`src/rtl/core/lrmt_pkg.sv`:
```
// ----------------------------------------------------------------------------
// LFSR random memory test package
// Shared types, codes and constants for the memory self-test engine.
// ----------------------------------------------------------------------------
package lrmt_pkg;

    localparam logic [31:0] LFSR_SEED  = 32'h1234_5678;
    localparam logic [31:0] LFSR_TAPS  = 32'hA300_0000;
    localparam logic [31:0] DATA_XOR   = 32'hA5A5_A5A5;
    localparam logic [31:0] WORD_BYTES = 32'd4;
    localparam logic [15:0] COUNT_MAX  = 16'hFFFF;

    localparam logic [1:0] PH_IDLE  = 2'd0;
    localparam logic [1:0] PH_WRITE = 2'd1;
    localparam logic [1:0] PH_READ  = 2'd2;
    localparam logic [1:0] PH_DONE  = 2'd3;

    localparam logic [1:0] OP_WRITE = 2'd0;
    localparam logic [1:0] OP_READ  = 2'd1;
    localparam logic [1:0] OP_DONE  = 2'd2;

    localparam logic KIND_START = 1'b0;
    localparam logic KIND_GRANT = 1'b1;

    localparam logic [1:0] CFG_START_ADDRESS = 2'd0;
    localparam logic [1:0] CFG_END_ADDRESS   = 2'd1;
    localparam logic [1:0] CFG_NUM_ACCESSES  = 2'd2;

    typedef struct packed {
        logic [31:0] start_address;
        logic [31:0] end_address;
        logic [31:0] num_accesses;
    } t_cfg;

    typedef struct packed {
        logic [31:0] lfsr_value;
        logic [1:0]  test_phase;
        logic [31:0] access_index;
        logic [31:0] pending_address;
        logic        pending_is_read;
        logic [15:0] mismatch_total;
    } t_state;

    typedef struct packed {
        logic [1:0]  request_op;
        logic [31:0] request_address;
        logic [31:0] request_data;
        logic        mismatch;
        logic [15:0] errors_seen;
        logic        test_pass;
    } t_result;

    function automatic logic [31:0] lfsr_advance(input logic [31:0] v);
        logic [31:0] shifted;
        shifted = {1'b0, v[31:1]};
        return v[0] ? (shifted ^ LFSR_TAPS) : shifted;
    endfunction

endpackage

```
`src/rtl/core/lfsr_random_memory_test_top.sv`:
```
// ----------------------------------------------------------------------------
// LFSR random memory test engine
// Issues LFSR-addressed write and read requests and checks the read data.
// ----------------------------------------------------------------------------
// Each accepted item is handled by combinational step logic, so an item can be
// accepted on every clock while o_in_stall is low. A start transfer seeds the
// LFSR and begins the write pass; each grant transfer in the write or read pass
// returns the next request, or the final pass/fail result. The result goes into
// a two-entry output buffer, so the input stalls only when two results wait to
// be taken. Write the configuration registers only while the engine is idle.
module lfsr_random_memory_test_top import lrmt_pkg::*; (
    input  logic        i_clk,
    input  logic        i_rst_n,
    input  logic        i_cfg_we,
    input  logic [1:0]  i_cfg_index,
    input  logic [31:0] i_cfg_data,
    input  logic        i_in_valid,
    output logic        o_in_stall,
    input  logic        i_kind,
    input  logic [31:0] i_read_data,
    output logic        o_out_valid,
    input  logic        i_out_stall,
    output logic [1:0]  o_request_op,
    output logic [31:0] o_request_address,
    output logic [31:0] o_request_data,
    output logic        o_mismatch,
    output logic [15:0] o_errors_seen,
    output logic        o_test_pass
);

    t_cfg    r_cfg;
    t_state  r_state;
    t_state  n_state;
    t_result step_result;
    t_result out_data;
    logic    produce;
    logic    accept;
    logic    full;

    assign o_in_stall = full;
    assign accept     = i_in_valid && !full;

    always_ff @(posedge i_clk) begin
        if (!i_rst_n) begin
            r_cfg <= '0;
        end else if (i_cfg_we) begin
            unique case (i_cfg_index)
                CFG_START_ADDRESS: r_cfg.start_address <= i_cfg_data;
                CFG_END_ADDRESS:   r_cfg.end_address   <= i_cfg_data;
                CFG_NUM_ACCESSES:  r_cfg.num_accesses  <= i_cfg_data;
                default: ;
            endcase
        end
    end

    lrmt_step u_step (
        .i_cfg       (r_cfg),
        .i_state     (r_state),
        .i_kind      (i_kind),
        .i_read_data (i_read_data),
        .o_state     (n_state),
        .o_result    (step_result),
        .o_produce   (produce)
    );

    always_ff @(posedge i_clk) begin
        if (!i_rst_n) begin
            r_state.lfsr_value      <= LFSR_SEED;
            r_state.test_phase      <= PH_IDLE;
            r_state.access_index    <= '0;
            r_state.pending_address <= '0;
            r_state.pending_is_read <= 1'b0;
            r_state.mismatch_total  <= '0;
        end else if (accept && produce) begin
            r_state <= n_state;
        end
    end

    lrmt_out_queue u_out_queue (
        .i_clk   (i_clk),
        .i_rst_n (i_rst_n),
        .i_push  (accept && produce),
        .i_data  (step_result),
        .o_full  (full),
        .o_valid (o_out_valid),
        .i_stall (i_out_stall),
        .o_data  (out_data)
    );

    assign o_request_op      = out_data.request_op;
    assign o_request_address = out_data.request_address;
    assign o_request_data    = out_data.request_data;
    assign o_mismatch        = out_data.mismatch;
    assign o_errors_seen     = out_data.errors_seen;
    assign o_test_pass       = out_data.test_pass;

endmodule

```
`src/rtl/core/lrmt_step.sv`:
```
// ----------------------------------------------------------------------------
// LFSR random memory test step logic
// Computes the next engine state and the result for one accepted item.
// ----------------------------------------------------------------------------
module lrmt_step import lrmt_pkg::*; (
    input  t_cfg        i_cfg,
    input  t_state      i_state,
    input  logic        i_kind,
    input  logic [31:0] i_read_data,
    output t_state      o_state,
    output t_result     o_result,
    output logic        o_produce
);

    t_state      s0;
    t_state      s1;
    logic        miss;
    logic [31:0] mask;
    logic [31:0] addr;
    logic        all_done;

    always_comb begin
        s0   = i_state;
        miss = 1'b0;
        o_produce = 1'b1;
        if (i_kind == KIND_START) begin
            s0.lfsr_value      = LFSR_SEED;
            s0.test_phase      = PH_WRITE;
            s0.access_index    = '0;
            s0.pending_address = '0;
            s0.pending_is_read = 1'b0;
            s0.mismatch_total  = '0;
        end else begin
            if (i_state.test_phase != PH_WRITE && i_state.test_phase != PH_READ) begin
                o_produce = 1'b0;
            end
            if (i_state.pending_is_read &&
                i_read_data != (i_state.pending_address ^ DATA_XOR)) begin
                miss = 1'b1;
                if (i_state.mismatch_total != COUNT_MAX) begin
                    s0.mismatch_total = i_state.mismatch_total + 16'd1;
                end
            end
        end

        s1 = s0;
        if (s0.test_phase == PH_WRITE && s0.access_index >= i_cfg.num_accesses) begin
            s1.test_phase   = PH_READ;
            s1.lfsr_value   = LFSR_SEED;
            s1.access_index = '0;
        end
        all_done = (s1.test_phase == PH_READ) && (s1.access_index >= i_cfg.num_accesses);

        mask = (i_cfg.end_address - i_cfg.start_address) - WORD_BYTES;
        addr = i_cfg.start_address + (s1.lfsr_value & mask);

        o_result.mismatch    = miss;
        o_result.errors_seen = s1.mismatch_total;
        o_state = s1;
        if (all_done) begin
            o_state.test_phase         = PH_DONE;
            o_state.pending_is_read    = 1'b0;
            o_result.request_op        = OP_DONE;
            o_result.request_address   = '0;
            o_result.request_data      = '0;
            o_result.test_pass         = (s1.mismatch_total == '0);
        end else begin
            o_state.pending_address    = addr;
            o_state.pending_is_read    = (s1.test_phase == PH_READ);
            o_state.lfsr_value         = lfsr_advance(s1.lfsr_value);
            o_state.access_index       = s1.access_index + 32'd1;
            o_result.request_op        = (s1.test_phase == PH_READ) ? OP_READ : OP_WRITE;
            o_result.request_address   = addr;
            o_result.request_data      = addr ^ DATA_XOR;
            o_result.test_pass         = 1'b0;
        end
    end

endmodule

```
`src/rtl/core/lrmt_out_queue.sv`:
```
// ----------------------------------------------------------------------------
// LFSR random memory test output queue
// Two-entry result buffer that separates the input and output handshakes.
// ----------------------------------------------------------------------------
module lrmt_out_queue import lrmt_pkg::*; (
    input  logic    i_clk,
    input  logic    i_rst_n,
    input  logic    i_push,
    input  t_result i_data,
    output logic    o_full,
    output logic    o_valid,
    input  logic    i_stall,
    output t_result o_data
);

    t_result    r_buf [2];
    logic       r_wr_ptr;
    logic       r_rd_ptr;
    logic [1:0] r_count;
    logic       pop;

    assign pop     = (r_count != 2'd0) && !i_stall;
    assign o_valid = (r_count != 2'd0);
    assign o_full  = (r_count == 2'd2);
    assign o_data  = r_buf[r_rd_ptr];

    always_ff @(posedge i_clk) begin
        if (!i_rst_n) begin
            r_wr_ptr <= 1'b0;
            r_rd_ptr <= 1'b0;
            r_count  <= 2'd0;
        end else begin
            if (i_push) begin
                r_wr_ptr <= ~r_wr_ptr;
            end
            if (pop) begin
                r_rd_ptr <= ~r_rd_ptr;
            end
            if (i_push && !pop) begin
                r_count <= r_count + 2'd1;
            end else if (!i_push && pop) begin
                r_count <= r_count - 2'd1;
            end
        end
    end

    always_ff @(posedge i_clk) begin
        if (i_push) begin
            r_buf[r_wr_ptr] <= i_data;
        end
    end

endmodule
```
`config.mk`:
```
export PLATFORM = sky130hd
export DESIGN_NAME = lfsr_random_memory_test_top
export DESIGN_NICKNAME = d
export VERILOG_FILES = /design/src/rtl/core/lrmt_pkg.sv /design/src/rtl/core/lfsr_random_memory_test_top.sv /design/src/rtl/core/lrmt_step.sv /design/src/rtl/core/lrmt_out_queue.sv
export SDC_FILE = /design/constraint.sdc
export NUM_CORES = 1
export LEC_CHECK = 0
export BUFFER_PORTS_ARGS = -buffer_cell sky130_fd_sc_hd__buf_2
export CORE_ASPECT_RATIO = 1.25
export CORE_UTILIZATION = 35
export DETAILED_ROUTE_END_ITERATION = 8
export PLACE_DENSITY = 0.58
export SLEW_MARGIN = 30
export SYNTH_ARGS = -nofsm -noshare
export SYNTH_HDL_FRONTEND = slang
export SYNTH_SLANG_ARGS = --single-unit
```
`constraint.sdc`:
```
create_clock -name i_clk -period 5.85 [get_ports i_clk]
set_input_delay 0.2925 -clock i_clk [delete_from_list [all_inputs] [get_ports i_clk]]
set_output_delay 0.2925 -clock i_clk [all_outputs]
set_load 0.02 [all_outputs]
```
==> flow_summary.json, run 1 <==
{
  "finalNonFillerCells": 3195,
  "routedWlPerCell_um": 18.6,
  "synth.most_common_cell": "nand2_1",
  "grt_pass1_vias": 16175,
  "crit_type": "flop to flop",
  "r2r_start": "r_cfg[34]$_SDFFE_PN0P_",
  "synth_top_area_frac": 0.211,
  "netlist_area_um2": 20500,
  "dp_hpwl_mm": 44.3,
  "worstHoldStart": "i_cfg_data[7]",
  "layout.nets": 2642,
  "ys_seq_area_frac": 0.410,
  "finalHoldViolations": 0,
  "area_delta_synth_final_pct": 14.4,
  "setup_viol": 0,
  "vias_per_cell": 5.31,
  "ys_top_cells_by_area": "dfxtp_1 21%, edfxtp_1 20%, ha_1 9.7%, nand2_1 6.1%, a21oi_1 5.0%",
  "crit_top_cell": "a21o_1",
  "die_area_um2": 59500,
  "leakage_nw": 9.30,
  "routabilityCongestion": 0.886,
  "yosys.area.top_type": "dfxtp_1",
  "place_inst": 3113,
  "cp-startpoint": "r_cfg[34]$_SDFFE_PN0P_",
  "clkPwrFrac": 0.334,
  "rsz0062_at_grt": "no",
  "status": "finished clean",
  "drc": 0,
  "postRouteWirelength_mm": 59.5,
  "ctsRootBufferMaster": "clkbuf_16",
  "ys_warn_count": 0,
  "grt_overflow": 0,
  "vias": 16958,
  "clockBufferDepth": 3,
  "ys.flop_type": "dfxtp_1",
  "drt_iter0_markers": 1081,
  "syn-num-nets": 2528,
  "cp.buffers_inverters": 2,
  "antenna_left": 0,
  "syn-instance-count": 2296,
  "vdd_drop_max_mv": 0.445,
  "grt_max_degree": 96,
  "pre_cts_ws_ns": -0.0934,
  "path_delay_family": "compound AO/OA/AOI/OAI gates",
  "cellPowerDensity_nw_per_um2": 325,
  "clk_pin_slew_ns": 0.06,
  "io_pins": 158,
  "fill_cells": 5684,
  "period_minus_slack_ns": 5.55,
  "cts.htree.levels": 2,
  "cp_max_fo": 6,
  "grt_pass1_wl_mm": 91.8,
  "path_cells": "inv_1 > ha_1 > inv_1 > ha_1 > a21o_1 > a21oi_2 > o21bai_1 > a2111o_1 > a211o_4 > a221o_1 > a31oi_1 > xnor2_1 > and3_1 > ha_1 > a21o_1 > a21o_1 > a21oi_1 > o21ai_0 > a21o_1 > a221oi_1 > o21ai_0 > xnor2_1 > nor2_1",
  "rrSetupSlack_ns": 0.30,
  "synth-edff-count": 136,
  "die_h_um": 272,
  "port_buffers": 157,
  "startpoint_type": "flop",
  "critical_path_arrival_ns": 5.84,
  "cts_tree": "done",
  "path_depth": 23,
  "antenna_found_initial": 14,
  "synth_async_sr_flop_share": 0,
  "power.switching_mw": 2.49,
  "intPower_mw": 5.12,
  "yosysUniqueCellTypes": 87,
  "crit_path_end_kind": "flop",
  "drv_slew": 0,
  "min_path_type": "primary input to flop",
  "maxCapViolations": 0,
  "skew_ns": 0.0192,
  "slowest_delay_ns": 0.46,
  "slowest_stage": "a2111o_1",
  "p_sw_frac": 0.327,
  "ys_ff_latch": 352,
  "cts_buffers": 37,
  "core_um2": 57500,
  "maxSlewHeadroom": 0.450,
  "grt.total_usage": 0.196,
  "seq_power_share": 0.383,
  "post-route-period-util": 0.949,
  "die_x_um": 218,
  "rows": 98,
  "fin_ws_ns": 0.299,
  "synthTopCellsByCount": "335 x nand2_1, 216 x dfxtp_1, 205 x a21oi_1",
  "drive_above_1_share": 0.155,
  "min_delay_path_depth": 3,
  "clkLatencyLatePin_ns": 0.55,
  "required_ns": 6.14,
  "r2r_cells": 23,
  "drt_first_pass_iters": 5,
  "p_comb_frac": 0.282,
  "initial_core_util": 0.356,
  "clock-sinks": 352,
  "worst_pin_slew_ns": 0.817,
  "avgSynthCellArea_um2": 8.92,
  "fmax_ghz": 0.180
}
## final cells by class
type / instances / area (um^2) / share of cell area
multi-input combinational: 1662 / 11000 / 0.469
sequential: 352 / 8410 / 0.359
timing repair buffer: 207 / 1220 / 0.0519
clock buffer: 45 / 976 / 0.0416
tap: 750 / 938 / 0.0400
inverter: 150 / 568 / 0.0242
clock inverter: 23 / 319 / 0.0136
antenna: 6 / 15.0 / 0.000641
## worst reg2reg max path, cell delays in order, from the launching register on
cell and delay (ns):
dfxtp_1 0.32, inv_1 0.05, ha_1 0.33, inv_1 0.06
ha_1 0.28, a21o_1 0.17, a21oi_2 0.18, o21bai_1 0.10
a2111o_1 0.46, a211o_4 0.38, a221o_1 0.34, a31oi_1 0.27
xnor2_1 0.10, and3_1 0.18, ha_1 0.37, a21o_1 0.21
a21o_1 0.17, a21oi_1 0.18, o21ai_0 0.12, a21o_1 0.19
a221oi_1 0.28, o21ai_0 0.15, xnor2_1 0.32, nor2_1 0.09
## metrics by stage
step	hold WS [ns]	total power, mW	area [um^2]	setup TNS (ns)	utilization
final	0.0258	7.61	23400	0	0.408
after detailed placement	0.447	5.09	22000	-0.577	0.383
after global routing	0.0199	7.98	23400	0	0.408
after global placement	0.445	5.07	22000	-0.157	0.382
after floorplan	0.428	4.48	20500	0	-
after CTS	0.00268	7.65	23300	0	0.405
## power by group through the flow
stage               Combinational [mW]  Clock [mW]  Sequential (mW)
floorplan                         1.56           0             2.93
global placement                  2.11           0             2.96
detailed placement                2.12           0             2.97
CTS                               2.14        2.60             2.92
global route                      2.34        2.70             2.94
finish                            2.15        2.55             2.92
## cell usage in the layout, fill, tap and decap left out, types with 10 or more instances in the layout
| master | Yosys | layout |
|---|---|---|
| a31oi_1 | 15 | 15 |
| mux2_2 | 69 | 69 |
| ha_1 | 158 | 158 |
| buf_2 | 13 | 157 |
| a22oi_1 | 29 | 29 |
| a21o_1 | 35 | 34 |
| nand3_1 | 32 | 32 |
| a21oi_1 | 205 | 203 |
| o21a_1 | 15 | 15 |
| o2bb2ai_1 | 10 | 10 |
| and3_1 | 31 | 31 |
| nand2_1 | 335 | 334 |
| and4_1 | 11 | 11 |
| inv_1 | 149 | 148 |
| xnor2_1 | 57 | 56 |
| edfxtp_1 | 136 | 136 |
| nor4_1 | 17 | 17 |
| or3_1 | 23 | 23 |
| o211ai_1 | 15 | 15 |
| buf_4 | 17 | 44 |
| nand4_1 | 34 | 34 |
| and2_1 | 85 | 84 |
| nand2b_1 | 19 | 19 |
| or4_1 | 14 | 14 |
| xor2_1 | 40 | 39 |
| nor2_1 | 152 | 150 |
| nor3_1 | 30 | 29 |
| dfxtp_1 | 216 | 214 |
| clkbuf_16 | 0 | 37 |
| o21ai_0 | 72 | 69 |
## cells by family after synthesis
logic type,after synthesis,synth area share
compound gates,507,0.159
simple gates,823,0.194
flops,352,0.410
buf+inv,282,0.0560
xor+xnor,97,0.0415
fa+ha+maj,160,0.0985
mux,75,0.0409
## worst paths after layout
check                                                     endpoint
worst max-delay path            u_out_queue.r_buf[1][49]$_DFFE_PP_
worst min-delay path                        r_cfg[71]$_SDFFE_PN0P_
worst max register to register  u_out_queue.r_buf[1][49]$_DFFE_PP_
worst min register to register               r_cfg[9]$_SDFFE_PN0P_
## sequential cells by signal, indices dropped and copies added, names as in the netlist, named ones only
register / flops
u_out_queue.r_count: 2
u_out_queue.r_rd_ptr: 1
u_out_queue.r_wr_ptr: 1
u_out_queue.r_buf: 136
r_cfg: 96
r_state: 115
## what timing repair did
item	CTS	global route
hold endpoints to repair	2	0
setup buffers	0	6
setup endpoints to repair	0	70
hold buffers	1	0
resized for setup	0	14
## metal layers
layer | vias to the layer above | track usage | share of wire
met5 | - | 0 | 0.0016
met4 | 16 | 0.0743 | 0.035
met3 | 111 | 0.0339 | 0.049
met2 | 429 | 0.323 | 0.47
met1 | 8078 | 0.253 | 0.44
li1 | 8324 | - | -
No activity file was read; power rests on OpenSTA's default activity.
==> inputs of run 2 (changes only) <==
Settings changed: CELL_PAD_IN_SITES_DETAIL_PLACEMENT set to 0, CELL_PAD_IN_SITES_GLOBAL_PLACEMENT set to 1, PLACE_DENSITY 0.58 to 0.71.
==> run 2 against run 1 <==
Compared with the run above:
- sequential power hardly changed
- combinational power about the same
- clock skew grew 0.0094 ns
- fmax down 0.32%
- final area decreased by 0.14%
- sequential cell count is the same
- first-iteration DRC count is 14% higher
- critical path type unchanged
==> flow_summary.json, run 2 (synthesis results as in run 1) <==
{
  "layout.nets": 2643,
  "grt_max_degree": 112,
  "min_delay_path_depth": 3,
  "finalHoldViolations": 0,
  "io_pins": 158,
  "ctsRootBufferMaster": "clkbuf_16",
  "postRouteWirelength_mm": 60.1,
  "rrSetupSlack_ns": 0.28,
  "dp_hpwl_mm": 45.4,
  "die_h_um": 272,
  "drt_first_pass_iters": 5,
  "whs_endpoint": "r_cfg[39]$_SDFFE_PN0P_",
  "final_common_cell": "nand2_1",
  "drive_above_1_share": 0.155,
  "min_path_type": "primary input to flop",
  "top_regs": "u_out_queue.r_buf: 136 flops, r_state: 115 flops, r_cfg: 96 flops",
  "clkLatencyLatePin_ns": 0.56,
  "period_minus_slack_ns": 5.57,
  "routabilityCongestion": 0.862,
  "worst_pin_slew_ns": 0.881,
  "grt_pass1_vias": 15808,
  "critical_path_arrival_ns": 5.85,
  "drv_slew": 0,
  "rows": 98,
  "vdd_drop_max_mv": 0.255,
  "maxSlewHeadroom": 0.413,
  "clk_pin_slew_ns": 0.06,
  "setup_viol": 0,
  "antenna_left": 0,
  "cp_max_fo": 6,
  "grt.busiest_layer": "met2",
  "status": "finished clean",
  "crit_top_cell": "a21o_1",
  "slowest_stage": "a2111o_1",
  "utilization": 0.407,
  "global_route.usage.met3": 0.0267,
  "antenna_found_initial": 8,
  "die_x_um": 218,
  "crit_path_end_kind": "flop",
  "leakage_nw": 9.29,
  "vias_per_cell": 5.27,
  "p_total_mw": 7.60,
  "worstHoldStart": "i_cfg_data[7]",
  "final_cell_mix": "335 x nand2_1, 215 x dfxtp_1, 204 x a21oi_1",
  "clock-sinks": 352,
  "r2r_cells": 22,
  "r2r_start": "r_cfg[66]$_SDFFE_PN0P_",
  "core_um2": 57500,
  "drc": 0,
  "startpoint_type": "flop",
  "cts_buffers": 36,
  "clockBufferDepth": 3,
  "fmax_ghz": 0.180,
  "use_met2": 0.330,
  "maxCapViolations": 0,
  "grt.total_usage": 0.197,
  "port_buffers": 157,
  "skew_ns": 0.0286,
  "grt_use_met1": 0.261,
  "r2r_end": "u_out_queue.r_buf[1][80]$_DFFE_PP_",
  "grt_overflow": 0,
  "regMostFlops": "u_out_queue.r_buf",
  "cts_tree": "done",
  "required_ns": 6.13,
  "grt_pass1_wl_mm": 91.6,
  "post-route-period-util": 0.952,
  "slowest_delay_ns": 0.46,
  "cellPowerDensity_nw_per_um2": 325,
  "vias": 16823,
  "path_cells": "ha_1 > inv_1 > ha_1 > a21o_1 > a21oi_1 > o21bai_1 > a2111o_1 > a211o_1 > a21o_1 > a21oi_1 > xnor2_1 > and3_1 > ha_1 > a21o_1 > a21o_1 > a221o_1 > or3_1 > o211ai_1 > a211oi_1 > o21ai_0 > mux2i_1 > a21oi_1",
  "routedWlPerCell_um": 18.8,
  "crit_type": "flop to flop",
  "cts.htree.levels": 2,
  "initial_core_util": 0.356,
  "area_delta_synth_final_pct": 14.3,
  "die_area_um2": 59500,
  "drt_iter0_markers": 1228,
  "largest_register_ffs": 136
}
run 2: changes by cell type in the layout (fill, tap and decap cells not counted), moves of 2 or more:
cell	change
clkinvlp_4	+3
buf_4	+3
clkinv_1	-2
o21ai_0	+2
clkinv_2	-3
diode_2	-5
o21ai_1	-2
buf_12	+2
clkbuf_8	+3
run 2: worst max-delay path by stage:
| stage | start | endpoint | depth (start not counted) |
|---|---|---|---|
| after CTS | r_cfg[65]$_SDFFE_PN0P_ | u_out_queue.r_buf[0][76]$_DFFE_PP_ | 23 |
| final | r_cfg[66]$_SDFFE_PN0P_ | u_out_queue.r_buf[1][80]$_DFFE_PP_ | 22 |
| after global routing | r_cfg[65]$_SDFFE_PN0P_ | u_out_queue.r_buf[1][80]$_DFFE_PP_ | 24 |
| after detailed placement | i_kind | r_state[99]$_SDFFE_PN0P_ | 22 |
| after global placement | i_kind | r_state[105]$_SDFFE_PN0P_ | 22 |
| after floorplan | i_kind | u_out_queue.r_buf[0][80]$_DFFE_PP_ | 25 |
run 2: final cells by class:
class	instances	area, um^2
inverter	150	568
clock buffer	46	988
multi-input combinational	1662	11000
timing repair buffer	209	1230
clock inverter	20	298
tap	750	938
fill	5745	34100
sequential	352	8410
antenna	1	2.50
run 2: what timing repair did:
action                     4_1_cts  5_1_grt
buffers inserted                 0        1
setup endpoints to repair        0       20
hold buffers                     0        0
resized for setup                0        6
run 2: metrics by stage:
step           worst slack (ns)  hold slack, ns  setup TNS [ns]  cell area [um^2]  instances
6_report                  0.281          0.0139               0             23400       3190
5_1_grt                 -0.0180          0.0114         -0.0359             23400       3189
4_1_cts                   0.150         0.00195               0             23400       3188
3_5_place_dp              0.120           0.448               0             22100       3122
3_3_place_gp              0.210           0.445               0             22100       3122
2_1_floorplan             0.120           0.428               0             20500       2296
run 2: power breakdown:
group / internal (mW) / leakage [nW] / switching [mW]
logic: 0.808 / 5.64 / 1.34
clock network: 1.48 / 0.622 / 1.04
registers: 2.81 / 3.02 / 0.120
run 2: critical path, delay by kind of cell (launching register included):
family,cells,cell delay [ns]
AO/OA/AOI/OAI,14,3.20
flip-flops,1,0.35
AND/OR/NAND/NOR,2,0.51
XOR/XNOR,1,0.09
adder cells (fa/ha/maj),3,0.83
buffers and inverters,1,0.05
multiplexers,1,0.28
run 2: routing by layer:
metal,wire (um),part of all wire
met4,1620,0.027
met5,88,0.0015
met1,27400,0.46
met3,2530,0.042
met2,28400,0.47
